===== config.mk =====
export PLATFORM = sky130hd
export DESIGN_NAME = prt_front
export DESIGN_NICKNAME = d
export VERILOG_FILES = /design/src/hw/rtl/prt_pkg.sv /design/src/hw/rtl/prt_front.sv
export SDC_FILE = /design/constraint.sdc
export NUM_CORES = 1
export LEC_CHECK = 0
export BUFFER_PORTS_ARGS = -buffer_cell sky130_fd_sc_hd__buf_2
export CAP_MARGIN = 20
export CORE_AREA = 2 2 79 81
export CTS_BUF_LIST = sky130_fd_sc_hd__clkbuf_8
export DETAILED_ROUTE_END_ITERATION = 6
export DIE_AREA = 0 0 81 83
export PLACE_DENSITY = 0.72
export REMOVE_ABC_BUFFERS = 1
export SETUP_SLACK_MARGIN = 0.3
export SYNTH_ARGS = -nofsm -noshare
export SYNTH_HDL_FRONTEND = slang
export SYNTH_SLANG_ARGS = --single-unit

===== constraint.sdc =====
create_clock -name i_clk -period 5.3 [get_ports i_clk]
set_clock_uncertainty 0.2 [all_clocks]
set_input_delay 1.59 -clock i_clk [delete_from_list [all_inputs] [get_ports i_clk]]
set_output_delay 1.59 -clock i_clk [all_outputs]
set_load 0.05 [all_outputs]

===== src/hw/rtl/prt_pkg.sv =====
`timescale 1ns / 1ps
// Shared types, constants and helpers for the port reply tracker.
// No dependencies; used by every module of the block.
package prt_pkg;

    // Table geometry
    localparam int PORT_COUNT = 65536;
    localparam int PORT_AW    = $clog2(PORT_COUNT);
    localparam logic [PORT_AW-1:0] PORT_LAST = PORT_AW'(PORT_COUNT - 1);

    // Command queue between front and back
    localparam int QUEUE_DEPTH = 4;
    localparam int QUEUE_AW    = $clog2(QUEUE_DEPTH);

    // Frame parsing
    localparam logic [15:0] ETH_V4    = 16'h0800;
    localparam logic [15:0] ETH_V6    = 16'h86DD;
    localparam logic [6:0]  TCP_AT_V4 = 7'd34;
    localparam logic [6:0]  TCP_AT_V6 = 7'd54;
    localparam logic [6:0]  ETH_HI_AT = 7'd12;
    localparam logic [6:0]  ETH_LO_AT = 7'd13;
    localparam logic [6:0]  HDR_END   = 7'd14;
    localparam logic [6:0]  FLAGS_OFS = 7'd13;
    localparam logic [6:0]  POS_MAX   = 7'd127;
    localparam int          FLAG_ACK_BIT = 4;
    localparam int          FLAG_RST_BIT = 2;

    typedef enum logic [1:0] {
        FN_CLEAR = 2'd0,
        FN_MARK  = 2'd1,
        FN_BYTE  = 2'd2,
        FN_READ  = 2'd3
    } t_func;

    typedef enum logic [1:0] {
        ST_UNSCANNED = 2'd0,
        ST_SCANNED   = 2'd1,
        ST_OPEN      = 2'd2,
        ST_CLOSED    = 2'd3
    } t_state;

    typedef enum logic [2:0] {
        OUT_OPENED   = 3'd0,
        OUT_CLOSED   = 3'd1,
        OUT_NOCHANGE = 3'd2,
        OUT_FLAGS    = 3'd3,
        OUT_UNKNOWN  = 3'd4,
        OUT_SHORT    = 3'd5
    } t_outcome;

    typedef enum logic {
        RULE_SYNACK = 1'b0,
        RULE_RESET  = 1'b1
    } t_rule;

    typedef enum logic {
        RK_FRAME = 1'b0,
        RK_READ  = 1'b1
    } t_rkind;

    typedef enum logic [1:0] {
        RM_ALL        = 2'd0,
        RM_OPEN       = 2'd1,
        RM_CLOSED     = 2'd2,
        RM_NOT_CLOSED = 2'd3
    } t_rmode;

    // One classified item handed from front to back.
    // For FN_BYTE the entry is a finished frame; pre holds an early verdict.
    typedef struct packed {
        t_func       op;
        logic [15:0] port;
        t_rule       rule;
        t_outcome    pre;
    } t_cmd;

    function automatic logic port_in_range(input logic [15:0] port);
        port_in_range = ({1'b0, port} < 17'(PORT_COUNT));
    endfunction

    function automatic logic state_shown(input t_rmode mode, input t_state st);
        case (mode)
            RM_ALL:    state_shown = (st != ST_UNSCANNED);
            RM_OPEN:   state_shown = (st == ST_OPEN);
            RM_CLOSED: state_shown = (st == ST_CLOSED);
            default:   state_shown = (st == ST_SCANNED) || (st == ST_OPEN);
        endcase
    endfunction

endpackage


===== src/hw/rtl/prt_front.sv =====
`timescale 1ns / 1ps
// Front end: accepts input beats, parses frame headers and classifies items.
// Depends on prt_pkg; feeds prt_queue.
module prt_front (
    input  logic          i_clk,
    input  logic          i_rst_n,
    input  logic          i_valid,
    input  prt_pkg::t_func i_func,
    input  logic [15:0]   i_port_number,
    input  logic [7:0]    i_frame_byte,
    input  logic          i_frame_last,
    input  prt_pkg::t_rule i_capture_kind,
    input  logic          i_queue_full,
    input  logic          i_init_busy,
    output logic          o_ready,
    output logic          o_push,
    output prt_pkg::t_cmd o_cmd
);
    import prt_pkg::*;

    logic [6:0]  r_pos;
    logic [15:0] r_ether;
    logic [15:0] r_sport;
    logic [7:0]  r_flags;
    logic        r_flags_seen;

    logic [6:0]  n_pos;
    logic [15:0] n_ether;
    logic [15:0] n_sport;
    logic [7:0]  n_flags;
    logic        n_flags_seen;
    logic        w_known;
    logic [6:0]  w_base;
    logic        w_accept;
    logic        w_byte;

    assign o_ready  = !i_queue_full && !i_init_busy;
    assign w_accept = i_valid && o_ready;
    assign w_byte   = (i_func == FN_BYTE);
    assign o_push   = w_accept && (!w_byte || i_frame_last);

    always_comb begin
        n_ether      = r_ether;
        n_sport      = r_sport;
        n_flags      = r_flags;
        n_flags_seen = r_flags_seen;
        if (r_pos == ETH_HI_AT) begin
            n_ether[15:8] = i_frame_byte;
        end else if (r_pos == ETH_LO_AT) begin
            n_ether[7:0] = i_frame_byte;
        end
        w_known = (r_pos >= HDR_END) && ((r_ether == ETH_V4) || (r_ether == ETH_V6));
        w_base  = (r_ether == ETH_V4) ? TCP_AT_V4 : TCP_AT_V6;
        if (w_known) begin
            if (r_pos == w_base) begin
                n_sport[15:8] = i_frame_byte;
            end else if (r_pos == w_base + 7'd1) begin
                n_sport[7:0] = i_frame_byte;
            end else if (r_pos == w_base + FLAGS_OFS) begin
                n_flags      = i_frame_byte;
                n_flags_seen = 1'b1;
            end
        end
        n_pos = (r_pos != POS_MAX) ? r_pos + 7'd1 : r_pos;
    end

    // Classify the item; a frame entry carries its early verdict
    always_comb begin
        o_cmd.op   = i_func;
        o_cmd.port = i_port_number;
        o_cmd.rule = i_capture_kind;
        o_cmd.pre  = OUT_NOCHANGE;
        if (w_byte) begin
            o_cmd.port = '0;
            if (n_pos < HDR_END) begin
                o_cmd.pre = OUT_SHORT;
            end else if ((n_ether != ETH_V4) && (n_ether != ETH_V6)) begin
                o_cmd.pre = OUT_UNKNOWN;
            end else if (!n_flags_seen) begin
                o_cmd.pre = OUT_SHORT;
            end else begin
                o_cmd.port = n_sport;
                if ((i_capture_kind == RULE_SYNACK) &&
                    (!n_flags[FLAG_ACK_BIT] || n_flags[FLAG_RST_BIT])) begin
                    o_cmd.pre = OUT_FLAGS;
                end
            end
        end
    end

    always_ff @(posedge i_clk) begin
        if (!i_rst_n) begin
            r_pos        <= '0;
            r_ether      <= '0;
            r_sport      <= '0;
            r_flags      <= '0;
            r_flags_seen <= 1'b0;
        end else if (w_accept && w_byte) begin
            if (i_frame_last) begin
                r_pos        <= '0;
                r_ether      <= '0;
                r_sport      <= '0;
                r_flags      <= '0;
                r_flags_seen <= 1'b0;
            end else begin
                r_pos        <= n_pos;
                r_ether      <= n_ether;
                r_sport      <= n_sport;
                r_flags      <= n_flags;
                r_flags_seen <= n_flags_seen;
            end
        end
    end

endmodule


# Word level (Yosys, flattened, before mapping)
# Cells that the tools add are included.
[totals]
register_bits = 42
in_bits = 33
elab_cells = 67
[op_classes]
n_addsub = 3
magnitude_cmp = 2
eq_ne = 11
n_mux = 31
bitwise = 1
reduce_logical = 14
[op_table]
columns = ["op", "n"]
rows = [
  ["$mux W16", 7],
  ["$mux W8", 6],
  ["$mux W5", 6],
  ["$eq A16 B12 Y1 const B", 1],
  ["$eq A16 B16 Y1 const B", 1],
  ["$ne A16 B12 Y1 const B", 1],
  ["$ne A16 B16 Y1 const B", 1],
  ["$eq A7 B4 Y1 const B", 2],
  ["$eq A7 B7 Y1", 2],
  ["$mux W7", 2],
  ["$mux W3", 4],
  ["$add A6 B1 Y7 const B", 1],
  ["$add A6 B4 Y7 const B", 1],
  ["$add A7 B1 Y7 const B", 1],
  ["$eq A7 B6 Y1", 1],
  ["$ge A7 B4 Y1 const B", 1],
  ["$logic_and A1 B1 Y1", 7],
  ["$lt A7 B4 Y1 const B", 1],
  ["$ne A7 B7 Y1 const B", 1],
  ["$mux W1", 6],
  ["$logic_not A1 Y1", 4],
  ["$logic_or A1 B1 Y1", 3],
  ["$eq A2 B2 Y1 const B", 1],
  ["$not A1 Y1", 1],
]

# Logic depth before layout (Yosys ltp)
[logic_depth]
ltp_word = 16
ltp_mapped = 9
ltp_nobuf = 8

# Worst setup path after synthesis
# OpenSTA, ideal clock, no wires.
[synth_timing]
kind = "input port to output port"
from = "input i_frame_byte[6]"
to = "output o_cmd[4] (netlist bit)"
arrival_time_ns = 4.076
t_required_ns = 3.510
setup_slack_ns = -0.566
cell_stages = 8
path_buffers = 2
path_cell_list = "buf_4 -> nor2_1 -> nor4b_1 -> mux2i_1 -> a311oi_1 -> o221ai_1 -> buf_2 -> o21ai_0"
[synth_rtl]
columns = ["element", "line", "text"]
rows = [
  ["from (decl)", "prt_front.sv:10", "input logic [7:0] i_frame_byte,"],
  ["to (decl)", "prt_front.sv:17", "output prt_pkg::t_cmd o_cmd"],
]

==> impl_results.md <==
* Outcome: finished clean
* Largest family of logic cells by synthesized area: simple AND/OR/NAND/NOR gates
* Max frequency at 0.199 GHz
* Worst reg-to-reg setup slack at 2.07 ns
* DRT Pass-1 Iters at 5
* Max clock buf depth at 2
* Ant. Diodes at 0
* Sw Share at 0.275
* I/O pin count at 57
* Top post-synthesis cells by area: dfxtp_1 29%, nand2_1 7.7%, mux2i_1 7.3%
* CTS tree: done
* Hold crit path type: flop to flop
* Total global-route track usage at 0.262
* Worst path cell trace: or4_4 -> or4_4 -> or4_4 -> a2111oi_4 -> buf_4 -> buf_12 -> mux2i_4 -> o21ai_1 -> buf_6
* # rows at 28
* Core area at 5820 sq um
* Leading cell types by count after synthesis: 59 x nand2_1, 42 x dfxtp_1, 34 x nor2_1
* P_sw at 0.208 mW
* Die outline width at 81 microns
* Clock Power Share at 0.411
* Simple-Gate Fraction of Synth Area at 0.298
* Fin crit period at 5.03 ns
* Worst Hold Path Cells at 2
* Area grow syn2layout at 30.2%
* Post-synthesis mux area share at 0.0774
* Leak at 1.34 nW
* Fill count at 504
* Vias in the first global route at 2,776
* Share of the synthesized area in the top cell type at 0.294
* Htree depth at 2
* Total power at 0.758 mW
* Final Cell Area at 3730 sq um
* Commonest register cell after synthesis: dfxtp_1
* Worst rel slew slack at 0.368
* Seq/Total Area, Yosys at 0.294
* Crit. End Element: output port
* Die area at 6720 sq um
* Metal3 WL at 731 microns
* Synth warn at 0
* Post-DP Area at 3170 sq um
* Synthesized cell area at 2860 sq um
* WS Path Type: flop to output port
* Tightest Pin Transition at 0.947 ns
* Post-synth top area cell: dfxtp_1
* Setup TNS at 0 ns
* Top-count cell post-synth: nand2_1
* Final setup viols at 0
* Die height at 83 microns
* Synth Register Bits at 42
* Slowest Stage Delay on Critical Path at 0.56 ns
* Antenna Nets Post-Route at 0
* Later-pin clock latency in the skew report at 0.30 ns
* Most used cell along the critical path: or4_4
* Maximum number of pins on one net before global-route repair at 30
* Crit-path max FO at 6
* Fraction of layout cells with a size suffix above 1 at 0.322
* Share of flip-flops with an asynchronous set or reset at 0
* Worst-path clk slew at 0.09 ns
* Worst EP arrival at 3.24 ns
* RSZ-0062 raised after global routing: yes
* Min Hold Slack at 0.274 ns
* Post-Synth Adder-Cell Area at 0.0175
* Initial antenna violation count at 0
* Met1 Wirelength at 3.87 mm
* Routed wire length at 9.23 mm
* Cell count after synthesis at 370
* Comb pwr share at 0.172
* Hold endpoint: r_flags[4]
* Internal at 0.550 mW
* Starting Density at 0.492
* Syn_area_per_cell at 7.74 sq um
* Crit path launch: r_ether[8]
* Reg2reg path depth at 9
* DR DRC count at 0
* 1st-iter DRT viols at 473
* Synth Area in XOR/XNOR at 0.00612
* Slew Limit Fails at 0
* Hold_sp: r_flags[4]
* Grt ovf at 0
* CTS Hold Bufs at 0
* Post-detailed-route via-to-cell ratio at 6.27
* Final Hold Viols at 0
* Final #Nets at 465
* Max layer used: met4
* Layout Utilization at 0.641
* Via count at 3,160
* R2R Path Start: r_ether[8]
* FF-to-FF End: r_sport[15]
* Post-DP HPWL at 5.63 mm
* Crit-path slowest cell: or4_4
* Clock buffer count from CTS at 5
* Sequential Power Share at 0.416
* Root Buffer: clkbuf_8
* Startpoint types: flop
* Post-synth EDFFs at 0
* Fin crit share at 0.950
* Worst vdd ir at 0.000150 V
* CTS sink count at 42
* CP required at 3.51 ns
* Pwr dens at 203 nW/um^2
* Total of max-cap violations at 0
* Netlist cell types at 59
* Routed met2 length at 4.49 mm
* Synth Area in Compound Gates at 0.239
* Drt wl/cell at 18.3 microns
* First-pass GRT wire length at 13.9 mm
* IO buf count at 56
* Gpl congestion at 0.929
[critical path, delay by kind of cell, from the launching register on]
kind	cells	cell delay, ns
buffers and inverters	3	0.51
muxes	1	0.23
AOI/OAI and AO/OA	2	0.41
and+or+nand+nor	3	1.46
DFF	1	0.34
[timing repair]
action / CTS / global route
pin swaps: 9 / 3
setup endpoints to repair: 19 / 19
gates cloned: 3 / 0
gates resized for setup: 63 / 25
buffers inserted: 7 / 6
[logic make-up (layout without fill, tap and decap cells)]
logic type      count (synthesis)  after routing
compound gates                 97             97
mux                            22             22
xor+xnor                        2              2
fa+ha+maj                       4              4
buf+inv                        38             97
simple gates                  165            165
flops                          42             42
[stage by stage]
stage,std cells,setup WS (ns)
2_1_floorplan,335,-0.633
3_3_place_gp,480,0.0707
3_5_place_dp,480,-0.00208
5_1_grt,504,0.181
4_1_cts,498,0.305
6_report,504,0.267
[layer usage]
| layer | vias to the layer above | track usage |
|---|---|---|
| li1 | 1471 | - |
| met1 | 1494 | 0.365 |
| met2 | 176 | 0.417 |
| met3 | 19 | 0.0380 |
| met4 | 0 | 0.0740 |
| met5 | - | 0 |
[power groups by stage]
stage | combinational, mW | clock, mW | sequential, mW
2_1_floorplan | 0.0562 | 0 | 0.323
3_3_place_gp | 0.103 | 0 | 0.323
3_5_place_dp | 0.104 | 0 | 0.323
4_1_cts | 0.121 | 0.312 | 0.315
5_1_grt | 0.136 | 0.324 | 0.316
6_report | 0.131 | 0.312 | 0.315
[how the worst max path moves through the flow]
stage | endpoint | cells after the start | slack [ns]
2_1_floorplan | o_cmd[4] | 6 | -0.63
3_3_place_gp | o_cmd[5] | 9 | 0.07
3_5_place_dp | o_cmd[5] | 9 | -0.002
4_1_cts | o_cmd[18] | 9 | 0.30
5_1_grt | o_cmd[0] | 7 | 0.18
6_report | o_cmd[12] | 9 | 0.27
[cell type report]
type,count,area (sq um),area share
Clock inverter,3,68.8,0.0185
Tap cell,75,93.8,0.0252
Timing Repair Buffer,86,656,0.176
Sequential cell,42,846,0.227
Clock buffer,5,68.8,0.0185
Multi-Input combinational cell,290,1980,0.532
Inverter,3,11.3,0.00302
[layout by cell type, fill, tap and decap left out, drive strengths merged, types with 8 or more instances in the layout]
cell type and n:
o22ai 10, nor3 8, buf 86, mux2i 21, o21ai 23, a22oi 16, nand3 18, dfxtp 42
a31oi 12, nor2 34, nand3b 10, nand2 59
[registers in the layout, indices dropped and copies added, names as in the netlist]
| signal | cells |
|---|---|
| r_flags_seen | 1 |
| r_pos | 7 |
| r_ether | 16 |
| r_sport | 16 |
| r_flags | 2 |
Power figures use the tool's default switching activity.
