===== src/hw/rtl/prt_pkg.sv =====
`timescale 1ns / 1ps
// Shared types, constants and helpers for the port reply tracker.
// No dependencies; used by every module of the block.
package prt_pkg;

    // Table geometry
    localparam int PORT_COUNT = 65536;
    localparam int PORT_AW    = $clog2(PORT_COUNT);
    localparam logic [PORT_AW-1:0] PORT_LAST = PORT_AW'(PORT_COUNT - 1);

    // Command queue between front and back
    localparam int QUEUE_DEPTH = 4;
    localparam int QUEUE_AW    = $clog2(QUEUE_DEPTH);

    // Frame parsing
    localparam logic [15:0] ETH_V4    = 16'h0800;
    localparam logic [15:0] ETH_V6    = 16'h86DD;
    localparam logic [6:0]  TCP_AT_V4 = 7'd34;
    localparam logic [6:0]  TCP_AT_V6 = 7'd54;
    localparam logic [6:0]  ETH_HI_AT = 7'd12;
    localparam logic [6:0]  ETH_LO_AT = 7'd13;
    localparam logic [6:0]  HDR_END   = 7'd14;
    localparam logic [6:0]  FLAGS_OFS = 7'd13;
    localparam logic [6:0]  POS_MAX   = 7'd127;
    localparam int          FLAG_ACK_BIT = 4;
    localparam int          FLAG_RST_BIT = 2;

    typedef enum logic [1:0] {
        FN_CLEAR = 2'd0,
        FN_MARK  = 2'd1,
        FN_BYTE  = 2'd2,
        FN_READ  = 2'd3
    } t_func;

    typedef enum logic [1:0] {
        ST_UNSCANNED = 2'd0,
        ST_SCANNED   = 2'd1,
        ST_OPEN      = 2'd2,
        ST_CLOSED    = 2'd3
    } t_state;

    typedef enum logic [2:0] {
        OUT_OPENED   = 3'd0,
        OUT_CLOSED   = 3'd1,
        OUT_NOCHANGE = 3'd2,
        OUT_FLAGS    = 3'd3,
        OUT_UNKNOWN  = 3'd4,
        OUT_SHORT    = 3'd5
    } t_outcome;

    typedef enum logic {
        RULE_SYNACK = 1'b0,
        RULE_RESET  = 1'b1
    } t_rule;

    typedef enum logic {
        RK_FRAME = 1'b0,
        RK_READ  = 1'b1
    } t_rkind;

    typedef enum logic [1:0] {
        RM_ALL        = 2'd0,
        RM_OPEN       = 2'd1,
        RM_CLOSED     = 2'd2,
        RM_NOT_CLOSED = 2'd3
    } t_rmode;

    // One classified item handed from front to back.
    // For FN_BYTE the entry is a finished frame; pre holds an early verdict.
    typedef struct packed {
        t_func       op;
        logic [15:0] port;
        t_rule       rule;
        t_outcome    pre;
    } t_cmd;

    function automatic logic port_in_range(input logic [15:0] port);
        port_in_range = ({1'b0, port} < 17'(PORT_COUNT));
    endfunction

    function automatic logic state_shown(input t_rmode mode, input t_state st);
        case (mode)
            RM_ALL:    state_shown = (st != ST_UNSCANNED);
            RM_OPEN:   state_shown = (st == ST_OPEN);
            RM_CLOSED: state_shown = (st == ST_CLOSED);
            default:   state_shown = (st == ST_SCANNED) || (st == ST_OPEN);
        endcase
    endfunction

endpackage


===== src/hw/rtl/prt_queue.sv =====
`timescale 1ns / 1ps
// Short command queue between the front parser and the back table engine.
// Depends on prt_pkg for the entry type and depth.
module prt_queue (
    input  logic          i_clk,
    input  logic          i_rst_n,
    input  logic          i_push,
    input  prt_pkg::t_cmd i_cmd,
    input  logic          i_pop,
    output prt_pkg::t_cmd o_head,
    output logic          o_full,
    output logic          o_empty
);
    import prt_pkg::*;

    t_cmd                r_entry [QUEUE_DEPTH];
    logic [QUEUE_AW-1:0] r_wr_ptr;
    logic [QUEUE_AW-1:0] r_rd_ptr;
    logic [QUEUE_AW:0]   r_count;

    assign o_full  = (r_count == (QUEUE_AW+1)'(QUEUE_DEPTH));
    assign o_empty = (r_count == '0);
    assign o_head  = r_entry[r_rd_ptr];

    always_ff @(posedge i_clk) begin
        if (i_push) begin
            r_entry[r_wr_ptr] <= i_cmd;
        end
    end

    always_ff @(posedge i_clk) begin
        if (!i_rst_n) begin
            r_wr_ptr <= '0;
            r_rd_ptr <= '0;
            r_count  <= '0;
        end else begin
            if (i_push) begin
                r_wr_ptr <= r_wr_ptr + 1'b1;
            end
            if (i_pop) begin
                r_rd_ptr <= r_rd_ptr + 1'b1;
            end
            case ({i_push, i_pop})
                2'b10:   r_count <= r_count + 1'b1;
                2'b01:   r_count <= r_count - 1'b1;
                default: r_count <= r_count;
            endcase
        end
    end

    a_no_overflow: assert property (@(posedge i_clk) disable iff (!i_rst_n)
        o_full |-> !i_push)
        else $error("queue pushed while full");

    a_no_underflow: assert property (@(posedge i_clk) disable iff (!i_rst_n)
        o_empty |-> !i_pop)
        else $error("queue popped while empty");

    a_count_up: assert property (@(posedge i_clk) disable iff (!i_rst_n)
        (i_push && !i_pop) |=> (r_count == $past(r_count) + 1'b1))
        else $error("queue count lost a push");

endmodule


===== config.mk =====
export PLATFORM = sky130hd
export DESIGN_NAME = prt_queue
export DESIGN_NICKNAME = d
export VERILOG_FILES = /design/src/hw/rtl/prt_pkg.sv /design/src/hw/rtl/prt_queue.sv
export SDC_FILE = /design/constraint.sdc
export NUM_CORES = 1
export LEC_CHECK = 0
export BUFFER_PORTS_ARGS = -buffer_cell sky130_fd_sc_hd__buf_2
export CAP_MARGIN = 25
export CORE_MARGIN = 2
export CORE_UTILIZATION = 45
export DETAILED_ROUTE_END_ITERATION = 16
export HOLD_SLACK_MARGIN = 0.1
export PLACE_DENSITY = 0.62
export SKIP_LAST_GASP = 1
export SLEW_MARGIN = 20
export SYNTH_ARGS = -nofsm -noshare
export SYNTH_HDL_FRONTEND = slang
export SYNTH_SLANG_ARGS = --single-unit

===== constraint.sdc =====
create_clock -name i_clk -period 1.75 [get_ports i_clk]
set_input_delay 0.2625 -clock i_clk [delete_from_list [all_inputs] [get_ports i_clk]]
set_output_delay 0.2625 -clock i_clk [all_outputs]
set_load 0.005 [all_outputs]

=== Word-level counts from Yosys, hierarchy flattened ===
Memories as Yosys holds them, arrays and structs flattened. A register that Yosys moved wholly into a read port is not among the register bits.
Index checks and enable logic that the tools add are counted.

* Flip-flop bits (word level): 7
* Latch bits: 0
* RAM bits: 88
* ROM bits: 0
* Bits of input ports: 26
* Output and inout port bits: 24
* Logic and storage cells: 18
* Memories kept: 1

{| class="wikitable"
|+ Memory list
! name !! depth !! bits a word !! rd ports !! clocked after memory_dff !! write ports !! line !! source
|-
| r_entry || 4 || 22 || 1 || 1 || 1 || prt_queue.sv:16 || <nowiki>t_cmd r_entry [QUEUE_DEPTH];</nowiki>
|}

* $add $sub $neg: 4
* Multiply operators: 0
* Div/mod/pow operators: 0
* $lt $le $gt $ge: 0
* Equal/unequal tests: 3
* Shift operators: 0
* Multiplexer cells: 5
* Bitwise logic cells: 0
* Reductions and logical operators: 2

{| class="wikitable"
|+ Operators with widths
! cell !! count
|-
| 3-bit one-hot mux with 2 select lines || 1
|-
| 2-bit by 1-bit adder with 2-bit output (second input constant) || 2
|-
| 2-bit two-way mux || 2
|-
| 3-bit by 1-bit adder with 3-bit output (second input constant) || 1
|-
| 3-bit equality test (second input constant) || 1
|-
| 3-bit zero test || 1
|-
| 3-bit by 1-bit subtractor with 3-bit output (second input constant) || 1
|-
| 2-bit by 1-bit equality test with 1-bit output (second input constant) || 1
|-
| 2-bit equality test (second input constant) || 1
|-
| 1-bit two-way mux || 2
|-
| 2-bit nonzero test || 1
|}

=== Longest topological paths before layout ===
Gate-level depths: netlist (run 1).

* Word-level depth: 3
* Mapped depth: 7
* Mapped depth without buffers: 7

=== Worst setup path after synthesis (run 1) ===
No wires, ideal clock.

* Path kind: input to register
* Start: input i_push
* End: register r_count[2]
* Setup time: 76 ps
* Arrival time: 1,452 ps
* Data required time: 1,674 ps
* Setup slack: 222 ps
* Cell stages on the path: 7
* Buffers on the path: 0
* Cell sequence: inv_1 ha_1 inv_1 fa_1 xor2_1 or3_1 a21boi_0

* Word-level cells in the longest chain between the ends: 2
* Elaborated cells between the ends (all ways): 4
* Classes of those cells: eq/ne: 2; mux: 1; reduce/logical: 1

{| class="wikitable"
|+ Ends and longest elaborated chain
! item !! line !! source
|-
| from (decl) || prt_queue.sv:7 || <nowiki>input logic i_push,</nowiki>
|-
| 2-bit by 1-bit equality test with 1-bit output or 2-bit equality test (tied branches) || prt_queue.sv:43 || <nowiki>case ({i_push, i_pop})</nowiki>
|-
| 3-bit one-hot mux with 2 select lines or 2-bit nonzero test (tied branches) || -- ||
|-
| to (signal assigned) || prt_queue.sv:44 || <nowiki>2'b10: r_count <= r_count + 1'b1;</nowiki>
|-
| to (signal assigned) || prt_queue.sv:45 || <nowiki>2'b01: r_count <= r_count - 1'b1;</nowiki>
|-
| to (signal assigned) || prt_queue.sv:46 || <nowiki>default: r_count <= r_count;</nowiki>
|-
| to (decl) || prt_queue.sv:19 || <nowiki>logic [QUEUE_AW:0] r_count;</nowiki>
|}

Parallel ways exist; a longest one is shown, timed or not.
A chain may end at the register's enable or synchronous reset.

==> impl_metrics.tcl, run 1 <==
set metrics [dict create \
    area_delta_synth_final_pct 19.7 \
    async_flop_share 0 \
    cts_tree "built" \
    final_cells 334 \
    antenna_cells 0 \
    syn_area_per_cell_um2 22.7 \
    setup_viol 22 \
    fin_skew_ps 7.79 \
    finalCriticalPeriod_ps 1820 \
    min_path_type "primary input to flip-flop" \
    place.port_buffers 49 \
    synth-seq-area-share 0.778 \
    ctsHoldBuffers 0 \
    vias 1679 \
    post-route-period-util 1.04 \
    tightest_slew_ps 364 \
    grt_max_degree 23 \
    wl_um 6020 \
    viasPerCell 5.03 \
    timing.fmax_mhz 548 \
    worstSetupStartpointType "flip-flop" \
    maxCapViolCount 0 \
    syn_area_um2 3630 \
    p_leak_uw 0.00151 \
    clk_pin_slew_worst_paths_ps 90 \
    numCtsBuffers 9 \
    drive_gt1_frac 0.431 \
    dp_hpwl_um 4010 \
    grt_pass1_wl_um 9220 \
    gp_congestion 0.663 \
    pin_count 50 \
    synth_seq_cells 97 \
    fin_util 0.559 \
    synth_edf_count 88 \
    synthFlopType "edfxtp_1" \
    required_ps 1490 \
    die_w_um 93.8 \
    final_max_slew_viol_count 0 \
    clk_latency_ps 350 \
    clock_path_buffers 2 \
    drc 0 \
    hold_viol 0 \
    critPathKind "flip-flop to output port" \
    dp.cells 316 \
    nNetsFinal 259 \
    antenna_found_initial 0 \
    synth_top_area_cell "edfxtp_1" \
    initial_core_util 0.467 \
    htreeDepth 3 \
    synth_cell_types 20 \
    grtUsageTotal 0.144 \
    netlist_instances 160 \
    grt_overflow 0 \
    ant_nets 0 \
    status "complete, but fails checks" \
    coreArea_um2 7770 \
    arrival_ps 1560 \
    power_density_nw_per_um2 1070 \
    violations "negative setup slack" \
    die_h_um 93.8 \
    dr.pass1.iters 4 \
    seqCellArea_um2 2830 \
    grt_setup_unrepaired "yes" \
    avgRoutedWirePerCell_um 18.0 \
    drtIter0Drc 79 \
    synth_top_area_frac 0.728 \
    cts_sinks 97 \
    syn_nets 192 \
    r2r_slack_ps 130 \
    worstPathMaxFanout 7 \
    cts_root_buffer "clkbuf_8" \
    stdcell_area_um2 4340 \
    row_count 32 \
    multi_input_area_um2 743 \
    slew_headroom 0.758 \
    synthTopCellsByArea "edfxtp_1 (73%), mux4_2 (12%), dfxtp_1 (5.0%)" \
    fin_ws_ps -74.3 \
    dieArea_um2 8800 \
    ir_drop_mv 0.645 \
    yosysWarnings 0 \
    grt_pass1_vias 1831 \
    cp-end-kind "output port" \
    nFillCells 591 \
    place_area_um2 4100 \
]
-- stage by stage --
stage	TNS (ps)	hold slack, ps	power [uW]	worst slack (ps)
final	-1280	116	4650	-74.3
after global routing	-2790	103	4830	-145
after CTS	-1560	105	4670	-109
after detailed placement	-63.9	479	3260	-63.9
after global placement	0	473	3230	82.8
after floorplan	0	361	3010	222
-- cell type report --
class,count,area share
timing repair buffer,60,0.0971
clock inverter,7,0.0179
sequential,97,0.651
inverter,6,0.00518
multi-input combinational,53,0.171
clock buffer,9,0.0285
tap,102,0.0294
-- placed cells by master, fill, tap and decap left out --
cell / Yosys / layout
nor3_1: 1 / 1
nand2_1: 2 / 2
xor2_1: 3 / 3
a21boi_0: 1 / 1
fa_1: 1 / 1
buf_4: 0 / 4
and3_1: 1 / 1
buf_8: 0 / 1
clkinv_2: 0 / 1
xnor2_1: 2 / 2
clkinvlp_4: 0 / 1
dfxtp_1: 9 / 7
clkinv_4: 0 / 2
edfxtp_1: 88 / 88
buf_12: 0 / 5
nor2b_1: 1 / 1
dfxtp_2: 0 / 1
clkbuf_16: 0 / 1
mux4_2: 20 / 22
bufinv_16: 0 / 1
or3_1: 1 / 1
ha_1: 5 / 5
clkbuf_8: 0 / 9
dfxtp_4: 0 / 1
and2_1: 10 / 10
inv_1: 6 / 6
inv_6: 0 / 2
buf_6: 2 / 1
mux2i_1: 1 / 1
o21ai_0: 2 / 2
buf_2: 2 / 48
-- repair_timing --
item | 4_1_cts | 5_1_grt
setup endpoints to repair | 21 | 23
buffers inserted | 1 | 0
cloned | 0 | 1
gates resized for setup | 4 | 3
-- cell usage after synthesis, types with 2 or more instances --
| cell | n |
|---|---|
| edfxtp_1 | 88 |
| mux4_2 | 20 |
| and2_1 | 10 |
| dfxtp_1 | 9 |
| inv_1 | 6 |
| ha_1 | 5 |
| xor2_1 | 3 |
| buf_2 | 2 |
| buf_6 | 2 |
| mux4_1 | 2 |
| nand2_1 | 2 |
| o21ai_0 | 2 |
| xnor2_1 | 2 |
-- sequential cells by signal, indices dropped and copies added (netlist names), named ones only --
| register | cells |
|---|---|
| r_entry | 88 |
| r_count | 3 |
| r_rd_ptr | 2 |
| r_wr_ptr | 2 |
-- layer usage --
metal / part of all wire / global-route usage / vias up
li1: - / - / 779
met1: 0.42 / 0.164 / 855
met2: 0.53 / 0.258 / 35
met3: 0.035 / 0.0417 / 10
met4: 0.013 / 0.0507 / 0
met5: 0 / 0 / -
-- kinds of logic (layout without fill, tap and decap cells) --
| group | Yosys count | after routing | synth area share |
|---|---|---|---|
| flip-flops | 97 | 97 | 0.778 |
| multiplexers | 23 | 23 | 0.141 |
| AND/OR/NAND/NOR | 16 | 16 | 0.0259 |
| buffers and inverters | 10 | 82 | 0.0152 |
| adder cells (fa/ha/maj) | 6 | 6 | 0.0228 |
| XOR/XNOR | 5 | 5 | 0.0121 |
| AO/OA/AOI/OAI | 3 | 3 | 0.00483 |
-- worst paths after layout --
kind	startpoint	depth (start not counted)	end
worst min register to register	r_count[2]$_SDFFE_PN0P_	2	r_count[2]$_SDFFE_PN0P_
worst max-delay path	flip-flop	3	o_head[4]
worst min-delay path	i_cmd[9]	1	r_entry[3][9]$_DFFE_PP_
worst max register to register	r_count[1]$_SDFFE_PN0P_	5	r_count[2]$_SDFFE_PN0P_
-- critical path, cell delays in order, from the launching register on --
cell and delay [ps]:
dfxtp_4 410, clkbuf_16 180, mux4_2 490, buf_2 140
-- power by group --
part           internal (uW)  switching, uW
logic                    292            241
clock network            673            748
registers               2650           45.1
Note: power is estimated with default switching activity, not from simulation.
==> inputs of run 2 (changes only) <==
==> constraint.sdc (replaced) <==
create_clock -name i_clk -period 1.75 [get_ports i_clk]
set_input_delay 0.175 -clock i_clk [delete_from_list [all_inputs] [get_ports i_clk]]
set_output_delay 0.175 -clock i_clk [all_outputs]
set_load 0.005 [all_outputs]
==> run 2 against run 1 <==
The flow still finishes with violations (negative setup slack). Worst setup slack gained 48 ps. Final area up 4.3%. Routed wire length up 0.66%. Maximum frequency rose by 2.7%. Critical path depth unchanged. Power rose by 0.63%. Clock skew grew 3.9 ps. Via count rose by 5.1%. Worst hold slack hardly changed. Critical endpoint is now o_head[6]. Highest routed layer unchanged.
==> impl_metrics.tcl, run 2 (synthesized netlist as in run 1, its figures left out) <==
set metrics [dict create \
    wl_um 6060 \
    worstSetupStartpointType "flip-flop" \
    die_w_um 93.8 \
    critPathKind "flip-flop to output port" \
    fin_ws_ps -26.5 \
    ir_drop_mv 0.471 \
    maxCapViolCount 0 \
    clock_path_buffers 2 \
    stdcell_area_um2 4530 \
    clk_pin_slew_worst_paths_ps 90 \
    htreeDepth 3 \
    vias 1765 \
    grt_overflow 0 \
    grt_pass1_vias 1947 \
    grt_pass1_wl_um 9720 \
    post-place-ws_ps 65.7 \
    required_ps 1570 \
    final_cells 353 \
    hold_viol 0 \
    tightest_slew_ps 334 \
    cts_tree "built" \
    dp.cells 313 \
    antenna_found_initial 0 \
    slew_headroom 0.778 \
    arrival_ps 1600 \
    drc 0 \
    coreArea_um2 7770 \
    fin_skew_ps 11.6 \
    place.port_buffers 49 \
    cp-end-kind "output port" \
    dp_hpwl_um 3660 \
    min_path_type "primary input to flip-flop" \
    largest_reg_flops 88 \
    reg_top3 "r_entry x88, r_count x3" \
    area_delta_synth_final_pct 24.9 \
    layout_common_cells "edfxtp_1 (88), buf_2 (48), mux4_2 (22), dlygate4sd3_1 (22), and2_1 (10)" \
    fin_util 0.583 \
    die_h_um 93.8 \
    finalCriticalPeriod_ps 1780 \
    ant_nets 0 \
    r2r_slack_ps 170 \
    regMostFlops "r_entry" \
    post-cts-setup-buffers 0 \
    avgRoutedWirePerCell_um 17.2 \
    status "complete, but fails checks" \
    nNetsFinal 278 \
    post-route-period-util 1.02 \
    final_max_slew_viol_count 0 \
    worstPathMaxFanout 11 \
    initial_core_util 0.467 \
    grtUsageTotal 0.153 \
    nFillCells 599 \
    row_count 32 \
    grt_max_degree 23 \
    viasPerCell 5.00 \
    violations "negative setup slack" \
    setup_viol 13 \
    dr.pass1.iters 4 \
    drive_gt1_frac 0.382 \
    place_area_um2 4050 \
    gp_congestion 0.673 \
    antenna_cells 0 \
    cts_root_buffer "clkbuf_8" \
    dieArea_um2 8800 \
    timing.fmax_mhz 563 \
    clk_latency_ps 350 \
    drtIter0Drc 77 \
    pin_count 50 \
    final_common_cell "edfxtp_1" \
    numCtsBuffers 9 \
    power_density_nw_per_um2 1030 \
    grt_setup_unrepaired "yes" \
    p_leak_uw 0.00158 \
    cts_sinks 97 \
]
run 2: path summary, 6_finish.rpt:
kind	from	endpoint	cells after the start
setup reg to reg	r_count[0]$_SDFFE_PN0P_	r_count[2]$_SDFFE_PN0P_	5
setup / recovery	flip-flop	o_head[6]	3
hold / removal	i_rst_n	flip-flop	2
hold reg to reg	r_count[2]$_SDFFE_PN0P_	r_count[2]$_SDFFE_PN0P_	2
run 2: repair_timing:
item                                    4_1_cts  5_1_grt
endpoints found under the setup margin       22       22
resized for setup                             3        3
hold endpoints to repair                     88        0
hold buffers                                 22        0
gates cloned                                  2        0
run 2: metal layers:
metal  share of wire  track usage
met5               0            0
met1            0.40        0.183
met2            0.54        0.268
met4           0.017       0.0604
met3           0.037       0.0345
run 2: cell type report:
| class | instances | area [um^2] | area share |
|---|---|---|---|
| clock buffer | 9 | 124 | 0.0273 |
| multi-input combinational | 53 | 743 | 0.164 |
| tap | 102 | 128 | 0.0282 |
| clock inverter | 7 | 77.6 | 0.0171 |
| sequential | 97 | 2830 | 0.624 |
| inverter | 6 | 22.5 | 0.00497 |
| timing repair buffer | 79 | 609 | 0.134 |
run 2: through the flow:
stage               total power [uW]  setup TNS (ps)  hold slack, ps
floorplan                       3010               0             274
global placement                3200               0             385
detailed placement              3240               0             391
CTS                             4720            -603             113
global route                    4860           -1540             125
finish                          4680            -238             116
run 2: worst max-delay path: stages, from the launching register on:
cell	delay, ps
dfxtp_4	430
buf_16	180
mux4_2	500
buf_2	140
run 2: report_power, final:
part	switching (uW)	total (uW)	internal, uW
Clock	755	1430	672
Combinational	242	556	313
Sequential	44.3	2690	2650
==> inputs of run 3 (changes only) <==
--- a/config.mk
+++ b/config.mk
@@ -5,6 +5,7 @@
 export SDC_FILE = /design/constraint.sdc
 export NUM_CORES = 1
 export LEC_CHECK = 0
+export ABC_AREA = 1
 export BUFFER_PORTS_ARGS = -buffer_cell sky130_fd_sc_hd__buf_2
 export CAP_MARGIN = 25
 export CORE_MARGIN = 2
==> run 3 against run 2 <==
The flow now finishes without violations. Die area is 2.8% higher. Clock power hardly changed. Utilization is 2.4 points lower. Critical path depth is 1 higher. Worst hold slack better by 35 ps. First-iteration DRC count is 44% higher. Maximum frequency is 8.1% higher. Clock skew is 1.3 ps higher. Critical path type unchanged. Largest cell class unchanged. Highest routed layer unchanged.
==> impl_metrics.tcl, run 3 <==
set metrics [dict create \
    status "finished, final reports clean" \
    synthFlopType "edfxtp_1" \
    cp.buffers_inverters 2 \
    nNetsFinal 380 \
    synth_top_area_frac 0.708 \
    vias 2274 \
    grt_pass1_wl_um 10500 \
    grt_pass1_vias 2156 \
    holdWs_ps 151 \
    grt_setup_unrepaired "no" \
    cts_sinks 97 \
    fin_util 0.560 \
    clock_path_buffers 2 \
    dp_hpwl_um 4060 \
    power_density_nw_per_um2 1010 \
    syn_area_um2 3730 \
    cts_tree "built" \
    antenna_cells 0 \
    ir_drop_mv 0.434 \
    yosysWarnings 0 \
    seqCellArea_um2 2830 \
    synth_top_area_cell "edfxtp_1" \
    clk_latency_ps 370 \
    final_common_cell "edfxtp_1" \
    grtUsageTotal 0.159 \
    nFillCells 677 \
    htreeDepth 3 \
    largest_reg_flops 88 \
    ant_nets 0 \
    wl_um 6800 \
    path_cells "buf_8, o21ai_0, o22ai_1, buf_2" \
    synth_cell_types 19 \
    p_total_uw 4610 \
    slew_headroom 0.828 \
    numCtsBuffers 9 \
    setup_tns_ps 0 \
    post-cts-setup-buffers 0 \
    dr.pass1.iters 5 \
    gp_congestion 0.671 \
    critPathKind "flip-flop to output port" \
    syn_nets 302 \
    die_w_um 95.1 \
    hold_viol 0 \
    drive_gt1_frac 0.215 \
    cpMaxStageDelayCell "dfxtp_2" \
    final_cells 458 \
    grt_overflow 0 \
    netlist_instances 270 \
    dieArea_um2 9040 \
    min_path_type "primary input to flip-flop" \
    area_delta_synth_final_pct 21.9 \
    viasPerCell 4.97 \
    cts_root_buffer "clkbuf_8" \
    pin_count 50 \
    slowest_delay_ps 410 \
    setup_viol 0 \
    dp.cells 419 \
    critPathTopFamily "flip-flops" \
    synth_edf_count 88 \
    fin_skew_ps 12.9 \
    tightest_slew_ps 258 \
    layout_common_cells "edfxtp_1 (88), buf_2 (49), nor2_1 (47), o21ai_0 (32), dlygate4sd3_1 (23)" \
    reg_top3 "r_entry x88, r_count x3" \
    die_h_um 95.1 \
    final_max_slew_viol_count 0 \
    finalCriticalPeriod_ps 1640 \
    p_leak_uw 0.00168 \
    initial_core_util 0.459 \
    multi_input_area_um2 727 \
    antenna_found_initial 0 \
    timing.fmax_mhz 609 \
    avgRoutedWirePerCell_um 14.8 \
    row_count 33 \
    clk_pin_slew_worst_paths_ps 90 \
    syn_area_per_cell_um2 13.8 \
    worstSetupStartpointType "flip-flop" \
    cp-end-kind "output port" \
    synth-seq-area-share 0.756 \
    grt_max_degree 45 \
    required_ps 1570 \
    drtIter0Drc 111 \
    yosys-top-cells-count "edfxtp_1 (88), nor2_1 (47), o21ai_0 (32), o22ai_1 (22), o21ai_1 (18)" \
    post-route-period-util 0.939 \
    synth_seq_cells 97 \
    worstPathMaxFanout 30 \
    place.port_buffers 49 \
    regMostFlops "r_entry" \
    maxCapViolCount 0 \
    async_flop_share 0 \
    drc 0 \
    coreArea_um2 8130 \
    synthTopCellsByArea "edfxtp_1 (71%), dfxtp_1 (4.8%), nor2_1 (4.7%)" \
    arrival_ps 1470 \
    synth_most_common_cell "edfxtp_1" \
]
==> run 3: cell types whose count changed in the layout (fill, tap and decap cells not counted), moves of 3 or more <==
cell / before / now
mux4_2: 22 / 0
o21ai_0: 2 / 32
xor2_1: 3 / 0
and2_1: 10 / 0
nand2_1: 2 / 9
a21oi_1: 0 / 5
inv_1: 6 / 15
nor2_1: 0 / 47
o22ai_1: 0 / 22
o21ai_1: 0 / 18
==> run 3: per-stage QoR <==
| step | instance area, um^2 | worst slack [ps] |
|---|---|---|
| 3_5_place_dp | 4110 | 275 |
| 6_report | 4550 | 107 |
| 4_1_cts | 4550 | 44.0 |
| 3_3_place_gp | 4110 | 331 |
| 2_1_floorplan | 3730 | 342 |
| 5_1_grt | 4550 | 29.2 |
==> run 3: metal layers <==
| layer | vias up | global-route usage | wire length (um) |
|---|---|---|---|
| met3 | 7 | 0.0498 | 300 |
| met4 | 0 | 0.0568 | 90 |
| met2 | 43 | 0.272 | 3470 |
| met5 | - | 0 | 0 |
| li1 | 1142 | - | - |
| met1 | 1082 | 0.188 | 2930 |
==> run 3: what timing repair did <==
action | 4_1_cts | 5_1_grt
hold endpoints to repair | 91 | 0
setup endpoints to repair | 4 | 1
hold buffers | 23 | 0
resized for setup | 3 | 1
==> run 3: report_power, final <==
part	internal [uW]	switching, uW
clock network	673	780
logic	214	279
registers	2630	36.1
==> run 3: logic make-up (layout without fill, tap and decap cells) <==
kind of cell,after synthesis,after routing,share of synthesized area
and+or+nand+nor,60,60,0.0620
AOI/OAI and AO/OA,77,77,0.111
DFF,97,97,0.756
buffers and inverters,30,113,0.0496
adders and majority gates,6,6,0.0221
==> run 3: worst paths after layout <==
check / start / endpoint / slack [ps] / depth (start not counted)
setup reg to reg: r_count[0]$_SDFFE_PN0P_ / r_count[2]$_SDFFE_PN0P_ / 450 / 7
hold reg to reg: r_rd_ptr[1]$_SDFFE_PN0P_ / flip-flop / 440 / 1
setup / recovery: flip-flop / o_head[21] / 110 / 4
hold / removal: i_pop / r_rd_ptr[0]$_SDFFE_PN0P_ / 150 / 3
==> run 3: worst register-to-register path, cell delays in order, from the launching register on <==
cell	delay, ps
dfxtp_1	350
inv_1	90
fa_1	440
nand2_1	100
nand3_1	70
nand2_1	60
inv_1	30
nor2_1	90
==> run 3: final cells by class <==
class	count	area share
clock inverter	7	0.0170
sequential	97	0.621
inverter	17	0.0162
timing repair buffer	80	0.130
multi-input combinational	143	0.160
clock buffer	9	0.0272
tap	105	0.0289
